File: config.mk
export PLATFORM = sky130hd
export DESIGN_NAME = mbf_ram
export DESIGN_NICKNAME = d
export VERILOG_FILES = /design/src/hdl/mbf_ram.sv
export SDC_FILE = /design/constraint.sdc
export NUM_CORES = 1
export LEC_CHECK = 0
export ABC_AREA = 0
export BUFFER_PORTS_ARGS = -buffer_cell sky130_fd_sc_hd__buf_2
export CORE_AREA = 2 2 39 41
export CTS_BUF_LIST = sky130_fd_sc_hd__clkbuf_2 sky130_fd_sc_hd__clkbuf_4 sky130_fd_sc_hd__clkbuf_8
export CTS_CLUSTER_SIZE = 30
export DETAILED_ROUTE_END_ITERATION = 16
export DIE_AREA = 0 0 41 43
export GPL_TIMING_DRIVEN = 0
export MAX_ROUTING_LAYER = met4
export PLACE_DENSITY = 0.78
export SETUP_SLACK_MARGIN = 0.5
export SYNTH_ARGS = -nofsm -noshare
export SYNTH_HDL_FRONTEND = slang
export SYNTH_SLANG_ARGS = --single-unit
export TNS_END_PERCENT = 5
File: constraint.sdc
create_clock -name clock -period 1.8 [get_ports clock]
set_input_delay 0.36 -clock clock [delete_from_list [all_inputs] [get_ports clock]]
set_output_delay 0.36 -clock clock [all_outputs]
set_load 0.05 [all_outputs]
File: src/hdl/mbf_ram.sv
// Generic single-port RAM with registered read.
module mbf_ram #(
   parameter int unsigned WIDTH = 1,
   parameter int unsigned DEPTH = 16
) (
   input  logic                     clock,
   input  logic                     wr_en,
   input  logic [$clog2(DEPTH)-1:0] addr,
   input  logic [WIDTH-1:0]         wdata,
   output logic [WIDTH-1:0]         rdata
);
   logic [WIDTH-1:0] mem [DEPTH];
   always_ff @(posedge clock) begin
      if (wr_en) begin
         mem[addr] <= wdata;
      end
      rdata <= mem[addr];
   end
endmodule

==> impl_metrics.csv, run 1 <==
group,metric,value,unit
global_route,track_usage,17.5,%
critical_path,start_kind,"register",
finish,drive_above_1_share,28.3,%
cts,path_clk_slew,0.09,ns
finish,diodes,0,
pwr,p_leak,0.000290,uW
routing,drc_errors,0,
floorplan,fp.dieH,43,microns
logic_synthesis,ys_seq_area_share,65.6,%
pwr,peakVddDrop,0.552,mV
logic_synthesis,synthFlopType,"edfxtp_1",
critical_path,worstPathRequired,1.98,ns
sta,maxSlewViolCount,0,
floorplan,rows,14,
routing,wire_per_inst,15.8,microns
cts,cts_buffer_depth,2,
global_route,grt_pass1_wl,1870,microns
routing,dr.first_iter.drc_count,7,
cts,insertion_delay,0.29,ns
sta,slew_headroom,84.0,%
cts,clock-root-buffer,"clkbuf_4",
global_route,first_global_vias,455,
sta,final.min_clock_period,1.26,ns
logic_synthesis,syn_area,763,sq um
cts,htree_levels,1,
sta,clock_skew,0.00299,ns
global_route,gr-total-overflow,0,
critical_path,worstSetupEndpointType,"register",
sta,report.final.hold_viol_count,0,
routing,vias,435,
logic_synthesis,synthCells,49,
sta,tightest_slew,0.239,ns
sta,fin_crit_sh,69.8,%
sta,rsz0062_at_grt,"no",
pwr,power_density,877,mW/mm^2
placement,hpwl,849,microns
finish,nets,68,
routing,drtPass1Iterations,4,
logic_synthesis,synth_top_cell_by_area,"edfxtp_1",
logic_synthesis,synth.distinct_cells,14,
logic_synthesis,async_flop_share,0,%
floorplan,core_area,0.00138,sq mm
routing,ant_nets,0,
floorplan,initial_core_util,55.2,%
logic_synthesis,synth_edf_count,16,
cts,cts_tree,"done",
routing,routed_via_density,5.72,
placement,place_congestion,0.728,
logic_synthesis,synth_commonest_cells,"edfxtp_1, nor2_1, mux4_1, nor3_1, mux2i_1",
sta,fin_tns_setup,0,ns
global_route,antenna_found_initial,0,
finish,area_growth,9.67,%
cts,cts.hold.buffers_added,0,
run_status,status,"completed",
cts,cts_buffers,3,
logic_synthesis,syn_nets,56,
critical_path,cp_max_fo,1,
cts,cts_resized,0,
floorplan,die_width,41,microns
sta,fmax,795,MHz
global_route,grt_max_degree,17,
critical_path,arrival,1.44,ns
min_path,holdCritPathClass,"input pin to register",
logic_synthesis,ys_seq_elements,17,
sta,finalSetupViolations,0,
logic_synthesis,synth.area.top_cells,"edfxtp_1, mux4_1, nor2_1, mux2i_1, dfxtp_1",
routing,wl,1200,microns
logic_synthesis,yosysWarnings,0,
cts,clkSinkCount,17,
flow_run,drv_cap,0,
logic_synthesis,syn_area_per_cell,15.6,sq um
cts,post_cts_buffers,0,
placement,port_buffers,7,
logic_synthesis,netlist.area_leader.share,63.0,%
critical_path,worstSetupPathType,"register to register",
floorplan,die_area,0.00176,sq mm
logic_synthesis,yosysMostFrequentCell,"edfxtp_1",
finish,final_core_util,60.5,%
floorplan,io_pins,8,
[layer usage]
metal / wire length, microns / vias up / global-route usage [%]
li1: - / 208 / -
met3: 54 / 4 / 3.14
met2: 639 / 9 / 27.5
met5: 0 / - / -
met4: 29 / 0 / 12.0
met1: 477 / 214 / 18.8
[path summary, 6_finish.rpt]
| check | start | endpoint | slack (ns) | cells past startpoint |
|---|---|---|---|---|
| hold reg to reg | mem[2]$_DFFE_PP_ | rdata$_DFF_P_ | 0.76 | 3 |
| hold / removal | addr[2] | rdata$_DFF_P_ | 0.31 | 2 |
| setup reg to reg | mem[13]$_DFFE_PP_ | rdata$_DFF_P_ | 0.54 | 3 |
| setup / recovery | mem[13]$_DFFE_PP_ | rdata$_DFF_P_ | 0.54 | 3 |
[layout by cell type, fill, tap and decap left out]
master     n
edfxtp_1  16
nor2_1    12
buf_2      8
nor3_1     4
clkbuf_4   4
mux4_2     3
mux2i_1    3
nand3b_1   2
buf_6      1
nand2_1    1
nand3_1    1
nand2b_1   1
or2b_1     1
or3b_2     1
mux4_1     1
dfxtp_1    1
[kinds of logic after synthesis]
group                  count (synthesis)  share of synthesized area, %
muxes                                  7                          17.7
DFF                                   17                          65.6
and+or+nand+nor                       23                          14.6
buffers and inverters                  2                          2.13
[registers in the layout, summed over array words and instances (netlist names)]
signal  flops
mem        16
rdata       1
[through the flow]
| step | worst slack [ns] | area, sq um | hold slack (ns) | power, uW | instances |
|---|---|---|---|---|---|
| 2_1_floorplan | 0.491 | 752 | 0.459 | 499 | 49 |
| 3_3_place_gp | 0.321 | 807 | 0.613 | 522 | 72 |
| 3_5_place_dp | 0.311 | 807 | 0.626 | 524 | 72 |
| 4_1_cts | 0.536 | 837 | 0.316 | 735 | 76 |
| 5_1_grt | 0.524 | 837 | 0.327 | 753 | 76 |
| 6_report | 0.543 | 837 | 0.314 | 734 | 76 |
[cell type report]
cell class                      instances  area, sq um
Tap cell                               16         20.0
Multi-Input combinational cell         30          235
Clock buffer                            4         30.0
Sequential cell                        17          500
Timing Repair Buffer                    7         35.0
Fill cell                              95          547
Buffer                                  2         16.3
[power by group]
group / internal [uW] / switching (uW) / total, uW
Combinational: 28.1 / 42.6 / 70.7
Sequential: 442 / 2.08 / 444
Clock: 101 / 118 / 220
[worst max-delay path, stage by stage, from the launching register on]
cell and delay (ns):
edfxtp_1 0.39, mux4_1 0.51, mux2i_1 0.16, mux2i_1 0.09
(Power assumes the default switching activity.)
==> inputs of run 2 (changes only) <==
Settings changed: CORE_AREA 2 2 39 41 to default, CORE_UTILIZATION from default to 53, DIE_AREA 0 0 41 43 to default, PLACE_DENSITY 0.78 to 0.76.
Clock period 1.8 ns to 1 ns, I/O delays scaled along.
==> run 2 against run 1 <==
Net effect:
- the flow now finishes with violations (negative setup slack)
- worst setup slack worse by 0.77 ns
- worst hold slack worse by 0.17 ns
- first-iteration DRC count is 130% higher
- die area is 9.5% lower
- critical endpoint unchanged
- largest cell class unchanged
==> impl_metrics.csv, run 2 (same netlist as run 1, synthesis figures left out) <==
group,metric,value,unit
critical_path,rr_endpoint,"rdata$_DFF_P_",
finish,mostFrequentLayoutCell,"edfxtp_1",
cts,insertion_delay,0.28,ns
finish,largest_reg_flops,16,
pwr,power.total,1400,uW
run_status,status,"complete, but fails checks",
global_route,grt_pass1_wl,1930,microns
cts,cts.hold.buffers_added,0,
floorplan,core_area,0.00132,sq mm
routing,wire_per_inst,16.3,microns
placement,place_congestion,0.721,
sta,fmax,812,MHz
sta,rsz0062_at_grt,"yes",
critical_path,worstSetupEndpointType,"register",
min_path,hp-start,"addr[2]",
sta,final.min_clock_period,1.23,ns
critical_path,arrival,1.40,ns
sta,fin_ws,-0.231,ns
finish,nets,68,
pwr,power_density,1330,mW/mm^2
sta,fin_tns_setup,-0.231,ns
cts,clkSinkCount,17,
finish,final_core_util,79.8,%
critical_path,crit_end,"rdata$_DFF_P_",
floorplan,die_area,0.00160,sq mm
routing,drc_errors,0,
floorplan,fp.dieH,40.0,microns
cts,htree_levels,1,
critical_path,cp_max_fo,1,
sta,clock_skew,0.00196,ns
pwr,peakVddDrop,0.980,mV
critical_path,worstPathRequired,1.16,ns
routing,dr.first_iter.drc_count,16,
critical_path,worstSetupPathType,"register to register",
global_route,antenna_found_initial,0,
finish,fillers,76,
floorplan,initial_core_util,57.9,%
critical_path,start_kind,"register",
cts,clock-root-buffer,"clkbuf_4",
cts,cts_buffers,3,
floorplan,rows,13,
sta,holdWs,0.144,ns
cts,cts_buffer_depth,2,
routing,wl,1220,microns
critical_path,r2r_slack,-0.23,ns
floorplan,io_pins,8,
finish,diodes,0,
critical_path,rr_worst_depth,3,
finish,mostFrequentLayoutCells,"edfxtp_1, nor2_4, nor2_2, mux4_2, clkbuf_4",
sta,slew_headroom,78.9,%
critical_path,r2r_start,"mem[12]$_DFFE_PP_",
run_status,violations,"negative setup slack",
flow_run,drv_cap,0,
global_route,track_usage,19.9,%
placement,port_buffers,7,
global_route,first_global_vias,454,
cts,cts_tree,"done",
global_route,gr-total-overflow,0,
placement,hpwl,758,microns
finish,drive_above_1_share,61.7,%
finish,top_register,"mem",
routing,vias,457,
min_path,hold_depth,2,
floorplan,die_width,40.0,microns
cts,path_clk_slew,0.09,ns
routing,drtPass1Iterations,4,
critical_path,startpoint,"mem[12]$_DFFE_PP_",
min_path,holdCritPathClass,"input pin to register",
routing,ant_nets,0,
sta,tightest_slew,0.316,ns
sta,report.final.hold_viol_count,0,
finish,area_growth,37.7,%
global_route,grt_max_degree,17,
pwr,p_leak,0.000337,uW
routing,routed_via_density,6.09,
sta,maxSlewViolCount,0,
finish,top_regs,"mem (16), rdata (1)",
sta,finalSetupViolations,1,
sta,fin_crit_sh,123,%
==> run 2: area by class of cell <==
class | count | area, sq um | area share [%]
Buffer | 2 | 40.0 | 3.81
Clock buffer | 4 | 30.0 | 2.86
Multi-Input combinational cell | 30 | 369 | 35.1
Sequential cell | 17 | 500 | 47.6
Tap cell | 15 | 18.8 | 1.79
Timing Repair Buffer | 7 | 92.6 | 8.81
==> run 2: critical path: stages, from the launching register on <==
cell      delay, ns
edfxtp_1       0.38
mux4_2         0.46
mux2i_1        0.17
mux2i_1        0.11
==> run 2: timing repair <==
| item | 4_1_cts | 5_1_grt |
|---|---|---|
| setup buffers | 0 | 0 |
| resized for setup | 44 | 8 |
| pin swaps | 19 | 18 |
| setup endpoints to repair | 18 | 18 |
| cloned | 0 | 0 |
==> run 2: routing by layer <==
| metal | up-vias | share of wire (%) | global-route usage, % |
|---|---|---|---|
| li1 | 211 | - | - |
| met1 | 228 | 47 | 25.2 |
| met5 | - | 0 | - |
| met4 | 0 | 1.1 | 7.76 |
| met2 | 14 | 48 | 30.6 |
| met3 | 4 | 3.8 | 5.00 |
==> run 2: worst min-delay path by stage <==
stage                            end  slack, ns
global placement       rdata$_DFF_P_       0.46
finish                 rdata$_DFF_P_       0.14
CTS                    rdata$_DFF_P_       0.12
global route           rdata$_DFF_P_       0.14
floorplan           mem[0]$_DFFE_PP_       0.30
detailed placement     rdata$_DFF_P_       0.47
==> run 2: report_power, final <==
| group | switching (uW) | total [uW] | internal, uW |
|---|---|---|---|
| clock network | 198 | 380 | 182 |
| registers | 4.49 | 800 | 795 |
| logic | 116 | 220 | 103 |
| total | 319 | 1400 | 1080 |
==> run 2: through the flow <==
step                cell area [sq um]  setup slack [ns]  instances
floorplan                         759            -0.104         49
global placement                  813            -0.320         71
detailed placement                813            -0.341         71
CTS                              1010            -0.190         75
global route                     1050            -0.291         75
finish                           1050            -0.231         75
