--- config.mk ---
export PLATFORM = sky130hd
export DESIGN_NAME = mbf_mod
export DESIGN_NICKNAME = d
export VERILOG_FILES = /design/src/hdl/mbf_pkg.sv /design/src/hdl/mbf_mod.sv
export SDC_FILE = /design/constraint.sdc
export NUM_CORES = 1
export LEC_CHECK = 0
export BUFFER_PORTS_ARGS = -buffer_cell sky130_fd_sc_hd__buf_4
export CAP_MARGIN = 20
export CORE_MARGIN = 2
export CORE_UTILIZATION = 55
export DETAILED_ROUTE_END_ITERATION = 10
export PLACE_DENSITY_LB_ADDON = 0.1
export SLEW_MARGIN = 20
export SYNTH_ARGS = -nofsm -noshare
export SYNTH_HDL_FRONTEND = slang
export SYNTH_SLANG_ARGS = --single-unit
--- constraint.sdc ---
create_clock -name clock -period 4 [get_ports clock]
set_input_delay 0.8 -clock clock [delete_from_list [all_inputs] [get_ports clock]]
set_output_delay 0.8 -clock clock [all_outputs]
set_load 0.05 [all_outputs]
--- src/hdl/mbf_pkg.sv ---
// Package with shared types and constants of the MAC Bloom filter.
package mbf_pkg;
   localparam int unsigned MAX_BITS   = 65536;
   localparam int unsigned MAX_HASHES = 20;
   localparam int unsigned IDX_W      = $clog2(MAX_BITS);
   localparam int unsigned SIZE_W     = 17;
   localparam int unsigned NH_W       = 5;
   localparam int unsigned MAC_W      = 48;
   localparam logic [31:0] FNV_START  = 32'd2166136261;
   localparam logic [31:0] FNV_MULT   = 32'd16777619;

   typedef enum logic [1:0] {
      CMD_ADD   = 2'd0,
      CMD_QUERY = 2'd1,
      CMD_CLEAR = 2'd2,
      CMD_NONE  = 2'd3
   } cmd_type;

   typedef enum logic [0:0] {
      REG_BIT_SIZE = 1'b0,
      REG_NUM_HASH = 1'b1
   } reg_type;

   typedef enum logic [3:0] {
      ST_WIPE, ST_IDLE, ST_HASH, ST_MUL, ST_MOD, ST_ACC, ST_WAIT, ST_CHECK, ST_DONE
   } state_type;

   typedef struct packed {
      logic start;
      logic busy;
   } unit_ctl_type;
endpackage

--- src/hdl/mbf_mod.sv ---
// Restoring remainder of a 32-bit hash by the filter size, one bit per cycle.
module mbf_mod
   import mbf_pkg::*;
(
   input  logic              clock,
   input  logic              reset,
   input  unit_ctl_type      ctl,
   input  logic [31:0]       num,
   input  logic [SIZE_W-1:0] den,
   output logic [IDX_W-1:0]  rem,
   output logic              done
);
   logic [31:0]       num_ff, num_in;
   logic [SIZE_W:0]   r_ff, r_in, trial;
   logic [4:0]        cnt_ff, cnt_in;
   logic              run_ff, run_in;

   always_comb begin
      num_in = num_ff; r_in = r_ff; cnt_in = cnt_ff; run_in = run_ff;
      done = 1'b0;
      trial = {r_ff[SIZE_W-1:0], num_ff[31]};
      if (ctl.start) begin
         num_in = num; r_in = '0; cnt_in = '0; run_in = 1'b1;
      end else if (run_ff) begin
         r_in = (trial >= {1'b0, den}) ? trial - {1'b0, den} : trial;
         num_in = {num_ff[30:0], 1'b0};
         cnt_in = cnt_ff + 5'd1;
         if (cnt_ff == 5'd31) begin
            run_in = 1'b0;
            done = 1'b1;
         end
      end
   end

   always_ff @(posedge clock) begin
      if (reset) run_ff <= 1'b0;
      else run_ff <= run_in;
      num_ff <= num_in; r_ff <= r_in; cnt_ff <= cnt_in;
   end
   assign rem = r_in[IDX_W-1:0];
endmodule

==> results of run 1 <==
[cells in the mapped netlist (3+ instances only)]
cell,number,share of area
mux2i_1,4,0.012
nand4_1,5,0.0095
nor2_1,28,0.032
nand2b_1,6,0.011
a311oi_2,7,0.032
a211oi_1,3,0.0068
clkbuf_1,7,0.0080
a32oi_1,7,0.019
o21ai_1,10,0.015
nor3_1,3,0.0045
mux2_2,26,0.089
nand3_1,7,0.011
a211o_1,3,0.0080
ha_1,19,0.072
xor2_1,6,0.016
o31ai_1,3,0.0068
inv_1,22,0.025
a21o_1,4,0.0091
xnor2_1,8,0.021
dfxtp_1,23,0.14
o21ai_0,4,0.0061
edfxtp_1,32,0.29
o21a_1,4,0.0091
nand2_1,26,0.030
mux2_1,5,0.017
and3_1,3,0.0057
a21oi_1,17,0.026
[path summary, 6_finish.rpt]
path                            depth (start not counted)  slack, ns                      to                    from
worst min-delay path                                    2       0.53  cnt_ff[3]$_SDFFE_PP0P_  cnt_ff[3]$_SDFFE_PP0P_
worst max register to register                         11       1.35         r_ff[6]$_DFF_P_    num_ff[31]$_DFFE_PP_
worst min register to register                          2       0.53  cnt_ff[3]$_SDFFE_PP0P_  cnt_ff[3]$_SDFFE_PP0P_
worst max-delay path                                   12       0.07                  rem[6]                  den[0]
[state kept, by name (all words and copies together) (netlist names)]
signal and cells:
run_ff 1, num_ff 32, r_ff 17, cnt_ff 5
[report_power, final]
part | switching [mW] | internal, mW
clock network | 0.202 | 0.130
logic | 0.163 | 0.149
registers | 0.0193 | 0.651
[worst max-delay path: cells and delay by family]
kind / cells / cell delay, ns
buf+inv: 4 / 0.49
compound gates: 5 / 1.23
fa+ha+maj: 2 / 0.53
simple gates: 1 / 0.06
[cell type report]
type | count | area (µm²)
multi-input combinational | 229 | 1860
clock inverter | 3 | 27.5
fill | 451 | 1610
sequential | 55 | 1420
inverter | 22 | 82.6
timing repair buffer | 86 | 694
clock buffer | 5 | 68.8
tap | 75 | 93.8
[kinds of logic after synthesis]
family	count (synthesis)	share of synthesized area
DFF	55	0.430
muxes	35	0.118
buffers and inverters	35	0.0470
adders and majority gates	20	0.0780
AOI/OAI and AO/OA	74	0.170
xor gates and xnor gates	14	0.0371
and+or+nand+nor	86	0.120
[per-layer routing]
layer | up-vias | global-route usage | part of all wire | routed length (µm)
li1 | 1335 | - | - | -
met3 | 5 | 0.0374 | 0.051 | 380
met4 | 0 | 0.0508 | 0.0087 | 64
met1 | 1260 | 0.280 | 0.45 | 3290
met5 | - | 0 | 0 | 0
met2 | 74 | 0.380 | 0.49 | 3650
[per-stage QoR]
stage	cells	utilization	setup WS [ns]	area, µm²
floorplan	319	-	-0.241	3390
global placement	466	0.695	0.0314	4060
detailed placement	466	0.695	0.00223	4060
CTS	474	0.712	0.0111	4160
global route	475	0.726	-0.0176	4250
finish	475	0.726	0.0748	4250
[timing repair]
action,in CTS,in global routing
endpoints found under the setup margin,1,14
pin swaps,0,9
gates cloned,0,1
resized for setup,1,14
==> flow_summary.ini, run 1 <==
[cells_and_area]
diodes = 0
drive_above_1_share = 0.350
areaGrowthSynthToFinish_pct = 28.5
final_cell_mix = buf_4, edfxtp_1, nor2_1
layout_commonest_cell = buf_4
finalNetCount = 472

[clock_tree]
htreeDepth = 2
clock_latency_ns = 0.31
cts_max_path_buffers = 2
cts_setup_buffers = 0
cts.sinks = 55
clk_pin_slew_ns = 0.11
cts_buffers = 5
root_buffer = clkbuf_8
cts_hold_buffers = 0
cts_tree = done

[worst_setup_path]
critPathMaxStageDelay_ns = 0.40
path_class = input port to output pin
cp_data_arrival_time_ns = 3.13
crit_slowest_cell = fa_2
worstSetupEndpointType = output pin
critPathRequiredTime_ns = 3.20
path_cells = buf_4, ha_4, inv_2, fa_2, a21o_1, a221oi_2, o211a_1, o21a_4, clkbuf_16, nand2_2, a311oi_4, buf_6
cp_max_fo = 5
worstSetupStartpointType = input port

[pwr]
p_per_area_mw_per_mm2 = 310
ir_worst_vdd_uv = 229
leakage_nw = 1.80
totalPowerFinal_mw = 1.32

[logic_synthesis]
synthesis.nets = 392
syn_area_mm2 = 0.00330
synth_cell_types = 51
yosysSeqAreaShare = 0.430
synth_seq_cells = 55
syn_inst = 319
ys.flop_type = edfxtp_1
avgSynthCellArea_um2 = 10.4
synth_enable_flop_cells = 32
synth-async-reset-ratio = 0
ys.warnings.count = 0

[sta]
period_share = 0.981
tightest_slew_ns = 0.755
setup_tns_ns = 0
fin_hold_ws_ns = 0.527
slew_headroom = 0.496
setup_violations = 0
fmax_mhz = 255
final_max_slew_viol_count = 0
timing.final.crit_period_ns = 3.93
hold_viol_final = 0
finClkSkew_ns = 0.00504

[grt]
gr-total-overflow = 0
antenna_found_initial = 0
grt_pass1_vias = 2438
grt_usage = 0.217
grt_max_degree = 46
grt_pass1_wl_um = 11100

[detailed_routing]
ant_nets = 0
viasPerCell = 5.63
finalWirelength_um = 7390
drc_errors = 0
drt-initial-drc-count = 112
wl_per_cell_um = 15.6
vias = 2674
drt_pass1_iterations = 4

[die]
initial_core_util = 0.565
die_area_mm2 = 0.00664
dieWidth_um = 81.5
num_io_pins = 70
rows = 28
core-area_mm2 = 0.00585
die_y_um = 81.5

[status]
status = completed

[place]
portBuffers = 68
routabilityCongestion = 0.882
dp_hpwl_um = 5330

[run]
maxCapViolCount = 0

[worst_hold_path]
hold_class = flip-flop to flip-flop
(Power assumes the default switching activity.)
==> run 2: changes to the inputs <==
--- a/config.mk
+++ b/config.mk
@@ -7,10 +7,13 @@
 export LEC_CHECK = 0
 export BUFFER_PORTS_ARGS = -buffer_cell sky130_fd_sc_hd__buf_4
 export CAP_MARGIN = 20
+export CELL_PAD_IN_SITES_DETAIL_PLACEMENT = 0
+export CELL_PAD_IN_SITES_GLOBAL_PLACEMENT = 1
 export CORE_MARGIN = 2
-export CORE_UTILIZATION = 55
+export CORE_UTILIZATION = 42
 export DETAILED_ROUTE_END_ITERATION = 10
 export PLACE_DENSITY_LB_ADDON = 0.1
+export SETUP_SLACK_MARGIN = 0.3
 export SLEW_MARGIN = 20
 export SYNTH_ARGS = -nofsm -noshare
 export SYNTH_HDL_FRONTEND = slang
==> run 2 against run 1 <==
Against the previous run: wire length grew 4.4%; final cell count grew 9.9%; critical path depth is the same; non-clock buffer count grew 19; clock skew grew 0.0054 ns; register-to-register slack gained 0.07 ns; setup slack gained 0.15 ns; sequential cell count is the same; count of clock-buffer cells in the layout is the same; combinational power grew 12%; largest cell class unchanged; highest routed layer unchanged.
==> flow_summary.ini, run 2 (synthesis gave the netlist of run 1 again) <==
[clock_tree]
htreeDepth = 2
clock_latency_ns = 0.31
cts_max_path_buffers = 2
clk_pin_slew_ns = 0.10
cts_tree = done
cts_buffers = 5
cts.sinks = 55
root_buffer = clkbuf_8

[detailed_routing]
vias = 2725
wl_per_cell_um = 14.8
drt_pass1_iterations = 4
ant_nets = 0
viasPerCell = 5.22
drt-initial-drc-count = 106
finalWirelength_um = 7720
drc_errors = 0

[cells_and_area]
reg_top3 = num_ff x32, r_ff x17, cnt_ff x5
areaGrowthSynthToFinish_pct = 41.0
largest_reg_flops = 32
finalNetCount = 492
multi_input_area_mm2 = 0.00201
seqCellArea_mm2 = 0.00142
top_register = num_ff
fillCellCount = 687
diodes = 0
final_cell_mix = buf_4, edfxtp_1, nor2_1
layout_commonest_cell = buf_4
drive_above_1_share = 0.424
layoutNonFillerInstCount = 522

[worst_setup_path]
worstSetupEndpointType = output pin
path_cells = buf_8, ha_4, inv_2, fa_2, a21o_1, a221oi_2, o211a_1, buf_6, o21ai_2, a41o_1, a211oi_2, buf_6
cp_data_arrival_time_ns = 2.98
cp_max_fo = 5
worstSetupStartpointType = input port
critPathMaxStageDelay_ns = 0.33
cp.buffers_inverters = 4
path_delay_family = compound AO/OA/AOI/OAI gates
path_class = input port to output pin
crit_slowest_cell = fa_2
path_common_cell = buf_6
critPathRequiredTime_ns = 3.20

[die]
dieWidth_um = 92.7
core-area_mm2 = 0.00769
rows = 32
die_area_mm2 = 0.00859
die_y_um = 92.7
num_io_pins = 70
initial_core_util = 0.430

[sta]
finClkSkew_ns = 0.0104
setup_violations = 0
slew_headroom = 0.354
period_share = 0.944
rsz0062_at_grt = true
setup_tns_ns = 0
fin_hold_ws_ns = 0.531
final_max_slew_viol_count = 0
fmax_mhz = 265
tightest_slew_ns = 0.968
timing.final.crit_period_ns = 3.78
hold_viol_final = 0

[place]
dp.cells = 503
dp_hpwl_um = 5530
routabilityCongestion = 0.792
portBuffers = 68

[grt]
grt_max_degree = 46
grt_usage = 0.180
gr-total-overflow = 0
grt_pass1_vias = 2565
antenna_found_initial = 0
grt_pass1_wl_um = 12300

[pwr]
p_per_area_mw_per_mm2 = 302
leakage_nw = 1.96
ir_worst_vdd_uv = 187

[worst_hold_path]
hold_class = flip-flop to flip-flop

[run]
maxCapViolCount = 0

[status]
status = completed
-- run 2: worst register-to-register path: cells and delay by family (launching register included) --
| family | cells | cell delay, ns |
|---|---|---|
| compound gates | 5 | 1.16 |
| fa+ha+maj | 2 | 0.46 |
| buf+inv | 4 | 0.41 |
| flops | 1 | 0.41 |
| simple gates | 1 | 0.08 |
-- run 2: per-layer routing --
layer	GRT usage	vias up	routed length (µm)
met5	0	-	0
met4	0.0331	0	31
met3	0.0269	2	268
met2	0.293	44	3650
met1	0.259	1304	3760
li1	-	1375	-
-- run 2: report_power, final --
part           internal [mW]  switching (mW)  total, mW
clock                  0.189           0.198      0.388
combinational          0.175           0.176      0.351
sequential             0.651          0.0186      0.670
total                   1.02           0.393       1.41
-- run 2: layout make-up --
type                            instances  area share
Clock inverter                          3     0.00994
Tap cell                              102      0.0274
Clock buffer                            5      0.0148
Inverter                               22      0.0177
Multi-Input combinational cell        230       0.431
Sequential cell                        55       0.305
Timing Repair Buffer                  105       0.194
-- run 2: stage by stage --
stage | setup WS, ns | total power, mW | cell area [µm²] | util
4_1_cts | 0.222 | 1.42 | 4580 | 0.595
3_3_place_gp | 0.0378 | 0.998 | 4220 | 0.549
5_1_grt | 0.105 | 1.48 | 4660 | 0.606
2_1_floorplan | 0.179 | 0.892 | 3440 | -
6_report | 0.224 | 1.41 | 4660 | 0.606
3_5_place_dp | 0.0536 | 1.00 | 4220 | 0.549
-- run 2: final timing paths --
kind | startpoint | to | slack [ns] | depth (start not counted)
worst max-delay path | den[0] | rem[8] | 0.22 | 12
worst min register to register | cnt_ff[4]$_SDFFE_PP0P_ | cnt_ff[4]$_SDFFE_PP0P_ | 0.53 | 2
worst max register to register | num_ff[31]$_DFFE_PP_ | r_ff[6]$_DFF_P_ | 1.42 | 12
worst min-delay path | cnt_ff[4]$_SDFFE_PP0P_ | cnt_ff[4]$_SDFFE_PP0P_ | 0.53 | 2
-- run 2: what timing repair did --
item                                    in CTS  in global routing
cloned                                       1                  0
setup buffers                                8                  2
hold buffers                                 0                  0
resized for setup                           30                 12
endpoints found under the setup margin      16                 16
pin swaps                                   11                  6
==> run 3: changes to the inputs <==
--- a/config.mk
+++ b/config.mk
@@ -5,13 +5,13 @@
 export SDC_FILE = /design/constraint.sdc
 export NUM_CORES = 1
 export LEC_CHECK = 0
-export BUFFER_PORTS_ARGS = -buffer_cell sky130_fd_sc_hd__buf_4
 export CAP_MARGIN = 20
 export CELL_PAD_IN_SITES_DETAIL_PLACEMENT = 0
 export CELL_PAD_IN_SITES_GLOBAL_PLACEMENT = 1
 export CORE_MARGIN = 2
-export CORE_UTILIZATION = 42
+export CORE_UTILIZATION = 49
 export DETAILED_ROUTE_END_ITERATION = 10
+export DONT_BUFFER_PORTS = 1
 export PLACE_DENSITY_LB_ADDON = 0.1
 export SETUP_SLACK_MARGIN = 0.3
 export SLEW_MARGIN = 20
==> run 3 against run 2 <==
Against the previous run: largest cell class unchanged; register-to-register slack got worse by 0.16 ns; largest power group unchanged; clock power fell by 18%; via count shrank 9.8%; power fell by 8.7%.
==> flow_summary.ini, run 3 (synthesis gave the netlist of run 1 again) <==
[die]
core-area_mm2 = 0.00642
die_area_mm2 = 0.00741
die_y_um = 86.1
dieWidth_um = 86.1
num_io_pins = 70
rows = 29
initial_core_util = 0.514

[detailed_routing]
viasPerCell = 5.78
drt-initial-drc-count = 101
vias = 2457
drt_pass1_iterations = 4
finalWirelength_um = 7340
wl_per_cell_um = 17.3
drc_errors = 0
ant_nets = 0

[sta]
period_share = 0.931
fmax_mhz = 269
tightest_slew_ns = 1.08
final_max_slew_viol_count = 0
setup_tns_ns = 0
setup_violations = 0
rsz0062_at_grt = true
timing.final.crit_period_ns = 3.72
hold_viol_final = 0
finClkSkew_ns = 0.0119
slew_headroom = 0.275

[place]
dp.cells = 406
portBuffers = 0
dp_hpwl_um = 4950
routabilityCongestion = 0.801

[worst_hold_path]
hold_class = flip-flop to flip-flop
min_path_cells = 2
worstHoldStart = cnt_ff[4]$_SDFFE_PP0P_
worstHoldEndpoint = cnt_ff[4]$_SDFFE_PP0P_

[cells_and_area]
drive_above_1_share = 0.305
layout_commonest_cell = edfxtp_1
largest_reg_flops = 32
finalNetCount = 420
top_register = num_ff
final_cell_mix = edfxtp_1, nor2_1, mux2_2
reg_top3 = num_ff x32, r_ff x17, cnt_ff x5
areaGrowthSynthToFinish_pct = 24.7
layoutNonFillerInstCount = 425
diodes = 0

[worst_setup_path]
critPathRequiredTime_ns = 3.20
path_class = flip-flop to output pin
worstSetupStartpointType = flip-flop
r2r_cells = 11
cp_max_fo = 5
worstSetupEndpointType = output pin
timing.rr.end = r_ff[12]$_DFF_P_
r2r_slack_ns = 1.26
worstReg2RegStart = num_ff[31]$_DFFE_PP_
cp_data_arrival_time_ns = 2.92

[clock_tree]
clock_latency_ns = 0.32
cts.sinks = 55
root_buffer = clkbuf_8
cts_buffers = 5
cts_tree = done
htreeDepth = 2
cts_hold_buffers = 0
clk_pin_slew_ns = 0.10
cts_max_path_buffers = 2

[grt]
use_met3 = 0.0395
gr-total-overflow = 0
grt_usage = 0.191
grt_max_degree = 50
grt.met2_usage = 0.297
grt_busiest_layer = met2
grtUsageMet1 = 0.264
antenna_found_initial = 0
grt_pass1_vias = 2423
grt_pass1_wl_um = 11200

[run]
maxCapViolCount = 0

[pwr]
leakage_nw = 1.59
pwr-share-comb = 0.229
internal-power_mw = 0.910
power_frac_seq = 0.522
p_clk_frac = 0.249
totalPowerFinal_mw = 1.29
p_switching_mw = 0.375
swShare = 0.292
ir_worst_vdd_uv = 199
p_per_area_mw_per_mm2 = 312

[status]
status = completed
run 3: cell count changes in the layout (fill, tap and decap cells not counted), moves of 2 or more:
cell     delta
inv_1       -2
buf_12      +6
buf_6      -14
o31ai_4     +2
o31ai_2     -2
buf_8       -2
inv_2       +2
a32oi_4     +2
buf_4      -63
run 3: power groups by stage:
stage	clock [mW]	sequential (mW)	combinational, mW
2_1_floorplan	0	0.676	0.216
3_3_place_gp	0	0.682	0.266
3_5_place_dp	0	0.683	0.271
4_1_cts	0.330	0.671	0.282
5_1_grt	0.344	0.676	0.321
6_report	0.320	0.671	0.295
run 3: repair_timing:
action,in CTS,in global routing
pin swaps,5,13
buffers inserted,6,3
cloned,0,2
gates resized for setup,9,21
endpoints found under the setup margin,15,16
run 3: how the worst max path moves through the flow:
stage,startpoint,to,slack [ns],depth (start not counted)
2_1_floorplan,den[0],rem[8],0.18,9
3_3_place_gp,den[0],rem[12],0.1,10
3_5_place_dp,den[0],rem[12],0.1,10
4_1_cts,num_ff[31]$_DFFE_PP_,rem[6],0.20,12
5_1_grt,num_ff[31]$_DFFE_PP_,rem[6],0.17,12
6_report,num_ff[31]$_DFFE_PP_,rem[1],0.28,12
run 3: final cells by class:
type	count	area [µm²]
clock buffers	5	68.8
repair buffers	33	388
clock inverters	3	20.0
fillers	554	2300
flip-flops and latches	55	1420
inverters	22	82.6
well taps	77	96.3
multi-input cells	230	2040
run 3: layer usage:
layer / wire length, µm / up-vias / share of wire
li1: - / 1233 / -
met1: 3490 / 1163 / 0.48
met2: 3470 / 53 / 0.47
met3: 297 / 8 / 0.040
met4: 85 / 0 / 0.012
met5: 0 / - / 0
run 3: worst max-delay path: stages, from the launching register on:
cell and delay [ns]:
edfxtp_1 0.43, inv_2 0.09, ha_4 0.12, inv_2 0.03, fa_2 0.34, a21o_1 0.19
a221oi_2 0.30, o211a_1 0.24, o21a_4 0.17, clkbuf_16 0.16, nand2_2 0.06, a311oi_4 0.30
buf_12 0.18
run 3: stage by stage:
stage	hold WS [ns]	worst slack (ns)	cell area, µm²	utilization
after floorplan	0.467	0.179	3440	-
after global placement	0.485	0.0988	3740	0.582
after detailed placement	0.501	0.0976	3740	0.582
after CTS	0.526	0.202	3920	0.611
after global routing	0.527	0.171	4120	0.642
final	0.518	0.277	4120	0.642
