[src/hdl/mbf_pkg.sv]
// Package with shared types and constants of the MAC Bloom filter.
package mbf_pkg;
   localparam int unsigned MAX_BITS   = 65536;
   localparam int unsigned MAX_HASHES = 20;
   localparam int unsigned IDX_W      = $clog2(MAX_BITS);
   localparam int unsigned SIZE_W     = 17;
   localparam int unsigned NH_W       = 5;
   localparam int unsigned MAC_W      = 48;
   localparam logic [31:0] FNV_START  = 32'd2166136261;
   localparam logic [31:0] FNV_MULT   = 32'd16777619;

   typedef enum logic [1:0] {
      CMD_ADD   = 2'd0,
      CMD_QUERY = 2'd1,
      CMD_CLEAR = 2'd2,
      CMD_NONE  = 2'd3
   } cmd_type;

   typedef enum logic [0:0] {
      REG_BIT_SIZE = 1'b0,
      REG_NUM_HASH = 1'b1
   } reg_type;

   typedef enum logic [3:0] {
      ST_WIPE, ST_IDLE, ST_HASH, ST_MUL, ST_MOD, ST_ACC, ST_WAIT, ST_CHECK, ST_DONE
   } state_type;

   typedef struct packed {
      logic start;
      logic busy;
   } unit_ctl_type;
endpackage

[src/hdl/mbf_mul.sv]
// Bit-serial multiply of the hash state by the FNV prime, one bit per cycle.
module mbf_mul
   import mbf_pkg::*;
(
   input  logic         clock,
   input  logic         reset,
   input  unit_ctl_type ctl,
   input  logic [31:0]  a,
   output logic [31:0]  prod,
   output logic         done
);
   logic [31:0] acc_ff, acc_in, mcand_ff, mcand_in;
   logic [4:0]  cnt_ff, cnt_in;
   logic        run_ff, run_in;

   // Shift-and-add over the 32 bits of the constant multiplier, modulo 2^32.
   always_comb begin
      acc_in = acc_ff; mcand_in = mcand_ff; cnt_in = cnt_ff; run_in = run_ff;
      done = 1'b0;
      if (ctl.start) begin
         acc_in = '0; mcand_in = a; cnt_in = '0; run_in = 1'b1;
      end else if (run_ff) begin
         if (FNV_MULT[cnt_ff]) acc_in = acc_ff + mcand_ff;
         mcand_in = {mcand_ff[30:0], 1'b0};
         cnt_in = cnt_ff + 5'd1;
         if (cnt_ff == 5'd31) begin
            run_in = 1'b0;
            done = 1'b1;
         end
      end
   end

   always_ff @(posedge clock) begin
      if (reset) run_ff <= 1'b0;
      else run_ff <= run_in;
      acc_ff <= acc_in; mcand_ff <= mcand_in; cnt_ff <= cnt_in;
   end
   assign prod = acc_in;
endmodule

[config.mk]
export PLATFORM = sky130hd
export DESIGN_NAME = mbf_mul
export DESIGN_NICKNAME = d
export VERILOG_FILES = /design/src/hdl/mbf_pkg.sv /design/src/hdl/mbf_mul.sv
export SDC_FILE = /design/constraint.sdc
export NUM_CORES = 1
export LEC_CHECK = 0
export BUFFER_PORTS_ARGS = -buffer_cell sky130_fd_sc_hd__buf_2
export CAP_MARGIN = 20
export CORE_UTILIZATION = 45
export CTS_BUF_LIST = sky130_fd_sc_hd__clkbuf_16
export CTS_CLUSTER_SIZE = 24
export DETAILED_ROUTE_END_ITERATION = 6
export PLACE_DENSITY_LB_ADDON = 0.12
export SETUP_SLACK_MARGIN = 0.1
export SYNTH_ARGS = -nofsm -noshare
export SYNTH_HDL_FRONTEND = slang
export SYNTH_SLANG_ARGS = --single-unit
[constraint.sdc]
create_clock -name clock -period 4.7 [get_ports clock]
set_clock_uncertainty 0.05 [all_clocks]
set_input_delay 0 -clock clock [delete_from_list [all_inputs] [get_ports clock]]
set_output_delay 0 -clock clock [all_outputs]
set_load 0.01 [all_outputs]
==> results.sh, run 1 <==
export IMPL_start_util=0.4696
export IMPL_maxCapViolations=0
export IMPL_io_buffers=67
export IMPL_drtIter0Drc=99
export IMPL_crit_path_end_kind="output port"
export IMPL_cp_required_ps=4650
export IMPL_rows=35
export IMPL_routed_via_density=5.208
export IMPL_syn_cell_area_um2=4380
export IMPL_drive_above_1_share=0.2333
export IMPL_cp_data_arrival_time_ps=3470
export IMPL_power_density_nw_per_um2=372.6
export IMPL_grt_pass1_vias=3422
export IMPL_syn2layout_area_growth_pct=23.19
export IMPL_switching_share=0.3085
export IMPL_mostFrequentLayoutCell="buf_2"
export IMPL_cts_resized=0
export IMPL_vias=3552
export IMPL_wl_um=9711
export IMPL_worstSetupStartpointType="flop"
export IMPL_htreeDepth=3
export IMPL_place_congestion=0.8383
export IMPL_synth_seq_cells=71
export IMPL_nNetsFinal=619
export IMPL_core_area_um2=9328
export IMPL_layout_common_cells="67 x buf_2, 58 x nand2_1, 42 x a21oi_1, 39 x dfxtp_1, 34 x ha_1"
export IMPL_grt_max_degree=40
export IMPL_die_y_um=100.7
export IMPL_antenna_found_initial=0
export IMPL_maxSlewHeadroom=0.4180
export IMPL_rsz0062_at_grt="false"
export IMPL_overflow=0
export IMPL_power_internal_mw=1.390
export IMPL_p_leak_nw=2.353
export IMPL_max_freq_mhz=284.2
export IMPL_clk_pin_slew_ps=60
export IMPL_clock_sinks=71
export IMPL_cts_tree="built"
export IMPL_post_route_period_util=0.7487
export IMPL_cts_root_buf="clkbuf_16"
export IMPL_status="finished clean"
export IMPL_die_x_um=100.7
export IMPL_async_flop_share=0
export IMPL_hold_viol_final=0
export IMPL_cts_buffer_depth=2
export IMPL_synth_distinct_cells=65
export IMPL_cts_setup_buffers=0
export IMPL_ys_warn_count=0
export IMPL_peakVddDrop_uv=148.8
export IMPL_grt_usage=0.2004
export IMPL_yosysTopAreaCellShare=0.2194
export IMPL_p_clk_frac=0.324
export IMPL_grt_pass1_wl_um=16010
export IMPL_seqPwrFrac=0.381
export IMPL_preCtsSetupSlack_ps=1529
export IMPL_synth_flop_cell="dfxtp_1"
export IMPL_seq_area_frac_synth=0.3976
export IMPL_die_area_um2=10130
export IMPL_drt_antenna_violating_nets=0
export IMPL_avgSynthCellArea_um2=9.713
export IMPL_synth_cells=451
export IMPL_drc_errors=0
export IMPL_hold_class="primary input to flop"
export IMPL_tightest_slew_ps=873.0
export IMPL_yosysTopAreaCell="edfxtp_1"
export IMPL_cp_max_fo=5
export IMPL_post_drt_wl_per_cell_um=14.24
export IMPL_slew_viol_final=0
export IMPL_cts_buffers=9
export IMPL_first_pass_iters=4
export IMPL_finalSetupTns_ps=0
export IMPL_p_total_mw=2.011
export IMPL_synth_fp_nets=522
export IMPL_whs_ps=212.7
export IMPL_synth_area_leaders="edfxtp_1 22%, dfxtp_1 18%, ha_1 9.7%"
export IMPL_synth_edf_count=32
export IMPL_hpwlAfterDp_um=6635
export IMPL_setup_violations=0
export IMPL_critPathKind="flop to output port"
export IMPL_num_antenna_cells=0
export IMPL_ios=69
export IMPL_p_comb_frac=0.295
export IMPL_fin_crit_ps=3519
export IMPL_power_switching_uw=620.2
export IMPL_utilization=0.5785
export IMPL_setup_ws_ps=1181
export IMPL_clk_latency_ps=330
kinds of logic after synthesis:
kind of cell / share of synthesized area
flops: 0.3976
simple gates: 0.1674
buf+inv: 0.03656
xor+xnor: 0.04199
mux: 0.08655
compound gates: 0.1682
fa+ha+maj: 0.1017
registers in the layout, summed over array words and instances, names as in the netlist, named ones only:
| register | count |
|---|---|
| acc_ff | 32 |
| mcand_ff | 32 |
| cnt_ff | 5 |
| run_ff | 1 |
timing repair:
item	4_1_cts	5_1_grt
hold buffers	33	0
endpoints found under the hold margin	33	0
endpoints found under the setup margin	0	0
worst paths after layout:
path                                   from         end  slack, ps  cells after the start
worst min register to register   acc_ff[23]  acc_ff[23]        420                      2
worst max-delay path            mcand_ff[0]    prod[28]       1180                     13
worst min-delay path                 ctl[1]   cnt_ff[1]        210                      2
worst max register to register  mcand_ff[0]  acc_ff[24]       1580                     12
cells in the mapped netlist, drive strengths merged (8+ instances only):
master / number
a211oi: 8
a21o: 12
a21oi: 43
clkbuf: 9
dfxtp: 39
edfxtp: 32
ha: 34
inv: 12
mux2: 31
nand2: 58
nand3: 19
nor2: 19
nor3: 10
o21ai: 23
xnor2: 12
xor2: 9
power by group through the flow:
stage / Combinational (mW) / Clock [mW] / Sequential (mW)
after CTS: 0.591 / 0.669 / 0.766
after detailed placement: 0.566 / 0 / 0.779
after global routing: 0.663 / 0.688 / 0.775
after floorplan: 0.446 / 0 / 0.763
after global placement: 0.556 / 0 / 0.777
final: 0.593 / 0.652 / 0.766
routing by layer:
layer,up-vias,track usage,part of all wire
met1,1615,0.2726,0.51
met3,9,0.03051,0.039
li1,1845,-,-
met4,0,0.08138,0.013
met2,83,0.3188,0.44
met5,-,0,0
metrics by stage:
stage | cell area [µm²] | cells
after floorplan | 4380 | 451
after global placement | 4785 | 633
after detailed placement | 4785 | 633
after CTS | 5396 | 682
after global routing | 5396 | 682
final | 5396 | 682
critical path: stages, from the launching register on:
cell and delay (ps):
edfxtp_1 340, ha_1 190, inv_1 60, fa_1 370, and2b_1 220, o21a_1 140
o21ai_1 90, a31o_2 290, o211a_1 280, nor4_4 380, or2_1 250, a31oi_1 110
o211ai_1 240, buf_2 170
cell type report:
| class | instances | area (µm²) |
|---|---|---|
| fill | 837 | 3931 |
| multi-input combinational | 351 | 2479 |
| sequential | 71 | 1742 |
| timing repair buffer | 103 | 688.2 |
| clock buffer | 9 | 225.2 |
| tap | 129 | 161.4 |
| clock inverter | 7 | 56.30 |
| inverter | 12 | 45.04 |
Power figures use the tool's default switching activity.
==> run 2: changes to the inputs <==
clock period = 3.39 ns   (was 4.7 ns; I/O delays follow)
==> run 2 against run 1 <==
Clock power up 34%. Register-to-register slack worse by 1000 ps. Critical path depth unchanged. Sequential cell count unchanged. Utilization up 3.4 points. First-iteration DRC count up 45%. Setup slack worse by 1000 ps. Sequential share of layout area down 1.8 points. Cell area up 5.8%.
==> results.sh, run 2 (synthesized netlist as in run 1, its figures left out) <==
export IMPL_status="finished clean"
export IMPL_hold_viol_final=0
export IMPL_drt_antenna_violating_nets=0
export IMPL_layout_common_cells="66 x buf_2, 58 x nand2_1, 39 x dfxtp_1, 34 x a21oi_1, 34 x dlygate4sd3_1"
export IMPL_num_antenna_cells=0
export IMPL_clk_latency_ps=330
export IMPL_rrSetupSlack_ps=540
export IMPL_rsz0062_at_grt="true"
export IMPL_hold_class="primary input to flop"
export IMPL_reg2reg_depth=10
export IMPL_place_congestion=0.8424
export IMPL_antenna_found_initial=0
export IMPL_hold_depth=3
export IMPL_grt_usage=0.2023
export IMPL_mostFrequentLayoutCell="buf_2"
export IMPL_crit_path_end_kind="output port"
export IMPL_post_drt_wl_per_cell_um=14.48
export IMPL_core_area_um2=9328
export IMPL_finalNonFillerCells=691
export IMPL_grt_max_degree=33
export IMPL_slew_viol_final=0
export IMPL_syn2layout_area_growth_pct=30.36
export IMPL_worstSetupStartpointType="flop"
export IMPL_cts_tree="built"
export IMPL_setup_violations=0
export IMPL_critPathKind="flop to output port"
export IMPL_grt_pass1_wl_um=16100
export IMPL_cp_max_fo=5
export IMPL_rr_startpoint="mcand_ff[6]"
export IMPL_crit_start="mcand_ff[0]"
export IMPL_peakVddDrop_uv=242.7
export IMPL_cts_buffer_depth=2
export IMPL_start_util=0.4696
export IMPL_nNetsFinal=628
export IMPL_placed_cells=634
export IMPL_cp_required_ps=3340
export IMPL_maxSlewHeadroom=0.4083
export IMPL_drtIter0Drc=144
export IMPL_p_leak_nw=2.426
export IMPL_die_y_um=100.7
export IMPL_r2r_end="acc_ff[31]"
export IMPL_hpwlAfterDp_um=6733
export IMPL_preCtsSetupSlack_ps=232.3
export IMPL_vias=3650
export IMPL_clock_sinks=71
export IMPL_clk_pin_slew_ps=60
export IMPL_htreeDepth=3
export IMPL_fin_area_um2=5710
export IMPL_die_x_um=100.7
export IMPL_rows=35
export IMPL_die_area_um2=10130
export IMPL_wl_um=10010
export IMPL_min_to="run_ff"
export IMPL_first_pass_iters=4
export IMPL_reg_largest_list="acc_ff: 32 flops, mcand_ff: 32 flops, cnt_ff: 5 flops"
export IMPL_max_freq_mhz=310.8
export IMPL_place_area_um2=4792
export IMPL_maxCapViolations=0
export IMPL_post_route_period_util=0.9490
export IMPL_cp_data_arrival_time_ps=3170
export IMPL_overflow=0
export IMPL_ios=69
export IMPL_tightest_slew_ps=887.5
export IMPL_drc_errors=0
export IMPL_drive_above_1_share=0.2972
export IMPL_grt_pass1_vias=3473
export IMPL_cts_root_buf="clkbuf_16"
export IMPL_power_density_nw_per_um2=502.7
export IMPL_routed_via_density=5.282
export IMPL_whs_ps=324.2
export IMPL_worstHoldStart="reset"
export IMPL_setup_ws_ps=172.9
export IMPL_cts_buffers=9
export IMPL_fin_crit_ps=3217
export IMPL_io_buffers=67
==> run 2: worst max path at each step <==
| stage | endpoint | slack [ps] | depth (start not counted) |
|---|---|---|---|
| after floorplan | acc_ff[24] | 490 | 12 |
| after global placement | prod[24] | 270 | 13 |
| after detailed placement | prod[24] | 230 | 13 |
| after CTS | prod[31] | 100 | 11 |
| after global routing | prod[28] | -20 | 13 |
| final | prod[28] | 170 | 13 |
==> run 2: where the power goes <==
group          internal [mW]  switching [mW]  leakage, nW
sequential              1.00          0.0656        0.643
combinational          0.430           0.495         1.63
clock                  0.528           0.347        0.149
total                   1.96           0.908         2.43
==> run 2: worst max-delay path: stages (launching register included) <==
cell	delay, ps
edfxtp_1	350
ha_2	190
inv_2	40
fa_2	320
and2b_1	220
o21a_1	180
o21ai_2	80
a31o_4	230
o211a_4	250
nor4_4	250
or2_4	230
a31oi_4	80
o211ai_1	240
buf_2	170
==> run 2: area by class of cell <==
class | instances | area (µm²)
clock buffer | 10 | 250.2
clock inverter | 6 | 26.28
fill | 828 | 3617
inverter | 12 | 45.04
multi-input combinational | 351 | 2721
sequential | 71 | 1742
tap | 129 | 161.4
timing repair buffer | 112 | 764.5
==> run 2: routing by layer <==
layer / vias to the layer above / routed length, µm / track usage
li1: 1861 / - / -
met1: 1702 / 4990 / 0.2710
met2: 73 / 4542 / 0.3303
met3: 14 / 333 / 0.03259
met4: 0 / 139 / 0.07246
met5: - / 0 / 0
==> run 2: timing repair <==
item                                    4_1_cts  5_1_grt
setup buffers                                 5        2
hold buffers                                 34        0
pin swaps                                     8        9
endpoints found under the setup margin        8       12
endpoints found under the hold margin        34        0
resized for setup                            10       37
==> run 2: metrics by stage <==
stage               utilization  total power, mW  setup TNS [ps]
floorplan                     -            1.676               0
global placement         0.5137            1.850               0
detailed placement       0.5137            1.866               0
CTS                      0.5910            2.815               0
global route             0.6122            3.042          -24.58
finish                   0.6122            2.871               0
==> run 3: changes to the inputs <==
PLACE_DENSITY_LB_ADDON = 0.2   (was 0.12)
==> run 3 against run 2 <==
Routed wire length up 1.3%. Power increased by 4.4%. Non-clock buffer count decreased by 1. Cell area up 0.35%. Worst hold slack got worse by 200 ps. First-iteration DRC count down 2.8%. Maximum frequency increased by 0.42%. Combinational power about the same. Clock power up 14%. Register-to-register slack got worse by 70 ps. Cell count down 0.14%. Sequential share of layout area shrank 0.11 points. Critical endpoint is now prod[24]. Largest power group unchanged.
==> results.sh, run 3 (synthesized netlist as in run 1, its figures left out) <==
export IMPL_clk_pin_slew_ps=60
export IMPL_core_area_um2=9328
export IMPL_cp_data_arrival_time_ps=3150
export IMPL_slew_viol_final=0
export IMPL_cts_tree="built"
export IMPL_status="finished clean"
export IMPL_utilization=0.6144
export IMPL_critPathKind="flop to output port"
export IMPL_worstSetupStartpointType="flop"
export IMPL_multi_input_area_um2=2715
export IMPL_place_area_um2=4785
export IMPL_tightest_slew_ps=880.5
export IMPL_overflow=0
export IMPL_fin_area_um2=5731
export IMPL_cp_max_fo=5
export IMPL_mostFrequentLayoutCell="buf_2"
export IMPL_fillers=779
export IMPL_grt_pass1_wl_um=16090
export IMPL_wl_met2_um=4578
export IMPL_num_antenna_cells=0
export IMPL_hold_class="primary input to flop"
export IMPL_maxCapViolations=0
export IMPL_cts_buffers=9
export IMPL_max_freq_mhz=312.1
export IMPL_ios=69
export IMPL_hold_viol_final=0
export IMPL_post_drt_wl_per_cell_um=14.68
export IMPL_wirelength_met1_um=4902
export IMPL_io_buffers=67
export IMPL_drc_errors=0
export IMPL_reg_largest_list="acc_ff: 32 flops, mcand_ff: 32 flops, cnt_ff: 5 flops"
export IMPL_reg2reg_depth=13
export IMPL_wl_met3_um=484
export IMPL_p_total_mw=2.997
export IMPL_grt_usage=0.2025
export IMPL_die_area_um2=10130
export IMPL_cp_slowest_cell="a2111o_1"
export IMPL_grt_pass1_vias=3530
export IMPL_post_route_period_util=0.9450
export IMPL_hold_depth=2
export IMPL_first_pass_iters=4
export IMPL_worstPathCellList="ha_2, inv_2, fa_2, and2b_1, o21a_1, o21ai_2, a31o_4, o211a_4, nor4_4, o211ai_2, a2111o_1, nand3_2, buf_6"
export IMPL_power_density_nw_per_um2=523.0
export IMPL_rrSetupSlack_ps=470
export IMPL_clock_sinks=71
export IMPL_cts_root_buf="clkbuf_16"
export IMPL_htreeDepth=3
export IMPL_rsz0062_at_grt="true"
export IMPL_routed_via_density=5.326
export IMPL_drive_above_1_share=0.2941
export IMPL_grt_max_degree=53
export IMPL_setup_violations=0
export IMPL_die_y_um=100.7
export IMPL_syn2layout_area_growth_pct=30.82
export IMPL_worst_path_largest_cell_delay_ps=410
export IMPL_cp_required_ps=3340
export IMPL_regArea_um2=1742
export IMPL_finalNonFillerCells=690
export IMPL_top_layer_used="met4"
export IMPL_rows=35
export IMPL_p_leak_nw=2.422
export IMPL_finalSetupTns_ps=0
export IMPL_placed_cells=633
export IMPL_place_congestion=0.8855
export IMPL_drtIter0Drc=140
export IMPL_vias=3675
export IMPL_peakVddDrop_uv=307.7
export IMPL_die_x_um=100.7
export IMPL_min_to="cnt_ff[1]"
export IMPL_wl_um=10130
export IMPL_crit_path_end_kind="output port"
export IMPL_rr_startpoint="mcand_ff[0]"
export IMPL_worstHoldStart="ctl[1]"
export IMPL_layout_common_cells="66 x buf_2, 58 x nand2_1, 39 x dfxtp_1, 38 x a21oi_1, 33 x dlygate4sd3_1"
export IMPL_antenna_found_initial=0
export IMPL_nNetsFinal=627
export IMPL_hpwlAfterDp_um=6528
export IMPL_maxSlewHeadroom=0.4130
export IMPL_clk_latency_ps=330
export IMPL_fin_crit_ps=3204
export IMPL_cts_buffer_depth=2
export IMPL_start_util=0.4696
export IMPL_r2r_end="acc_ff[24]"
export IMPL_drt_antenna_violating_nets=0
run 3: where the power goes:
| group | leakage [nW] | internal [mW] | switching, mW | total (mW) |
|---|---|---|---|---|
| clock | 0.147 | 0.637 | 0.364 | 1.00 |
| sequential | 0.643 | 1.00 | 0.0686 | 1.07 |
| combinational | 1.63 | 0.428 | 0.494 | 0.923 |
| total | 2.42 | 2.07 | 0.927 | 3.00 |
run 3: metrics by stage:
stage	hold slack (ps)	setup slack (ps)
6_report	122.4	186.4
3_3_place_gp	106.6	278.9
4_1_cts	103.3	100.9
5_1_grt	154.1	25.48
2_1_floorplan	19.07	493.3
3_5_place_dp	108.0	228.4
run 3: worst max path at each step:
| stage | startpoint | to | slack, ps | cells after the start |
|---|---|---|---|---|
| 2_1_floorplan | mcand_ff[0] | acc_ff[24] | 490 | 12 |
| 3_3_place_gp | mcand_ff[0] | prod[24] | 280 | 13 |
| 3_5_place_dp | mcand_ff[0] | prod[24] | 230 | 13 |
| 4_1_cts | mcand_ff[12] | prod[31] | 100 | 11 |
| 5_1_grt | mcand_ff[0] | prod[30] | 30 | 14 |
| 6_report | mcand_ff[0] | prod[24] | 190 | 13 |
run 3: layer usage:
metal	vias up	track usage
met1	1716	0.2627
li1	1855	-
met5	-	0
met4	0	0.06020
met2	91	0.3309
met3	13	0.05409
run 3: area by class of cell:
class	count	share of cell area
clock buffer	9	0.03930
timing repair buffer	111	0.1317
tap	129	0.02817
multi-input combinational	351	0.4738
clock inverter	7	0.01528
sequential	71	0.3039
inverter	12	0.007860
run 3: worst max-delay path: cells and delay by family, from the launching register on:
| family | cells | cell delay, ps |
|---|---|---|
| compound gates | 6 | 1250 |
| simple gates | 3 | 550 |
| fa+ha+maj | 2 | 510 |
| flops | 1 | 350 |
| buf+inv | 2 | 140 |
run 3: timing repair:
item / 4_1_cts / 5_1_grt
hold buffers: 33 / 0
endpoints found under the setup margin: 6 / 11
endpoints found under the hold margin: 33 / 0
setup buffers: 6 / 2
pin swaps: 8 / 8
cloned: 0 / 0
resized for setup: 11 / 27
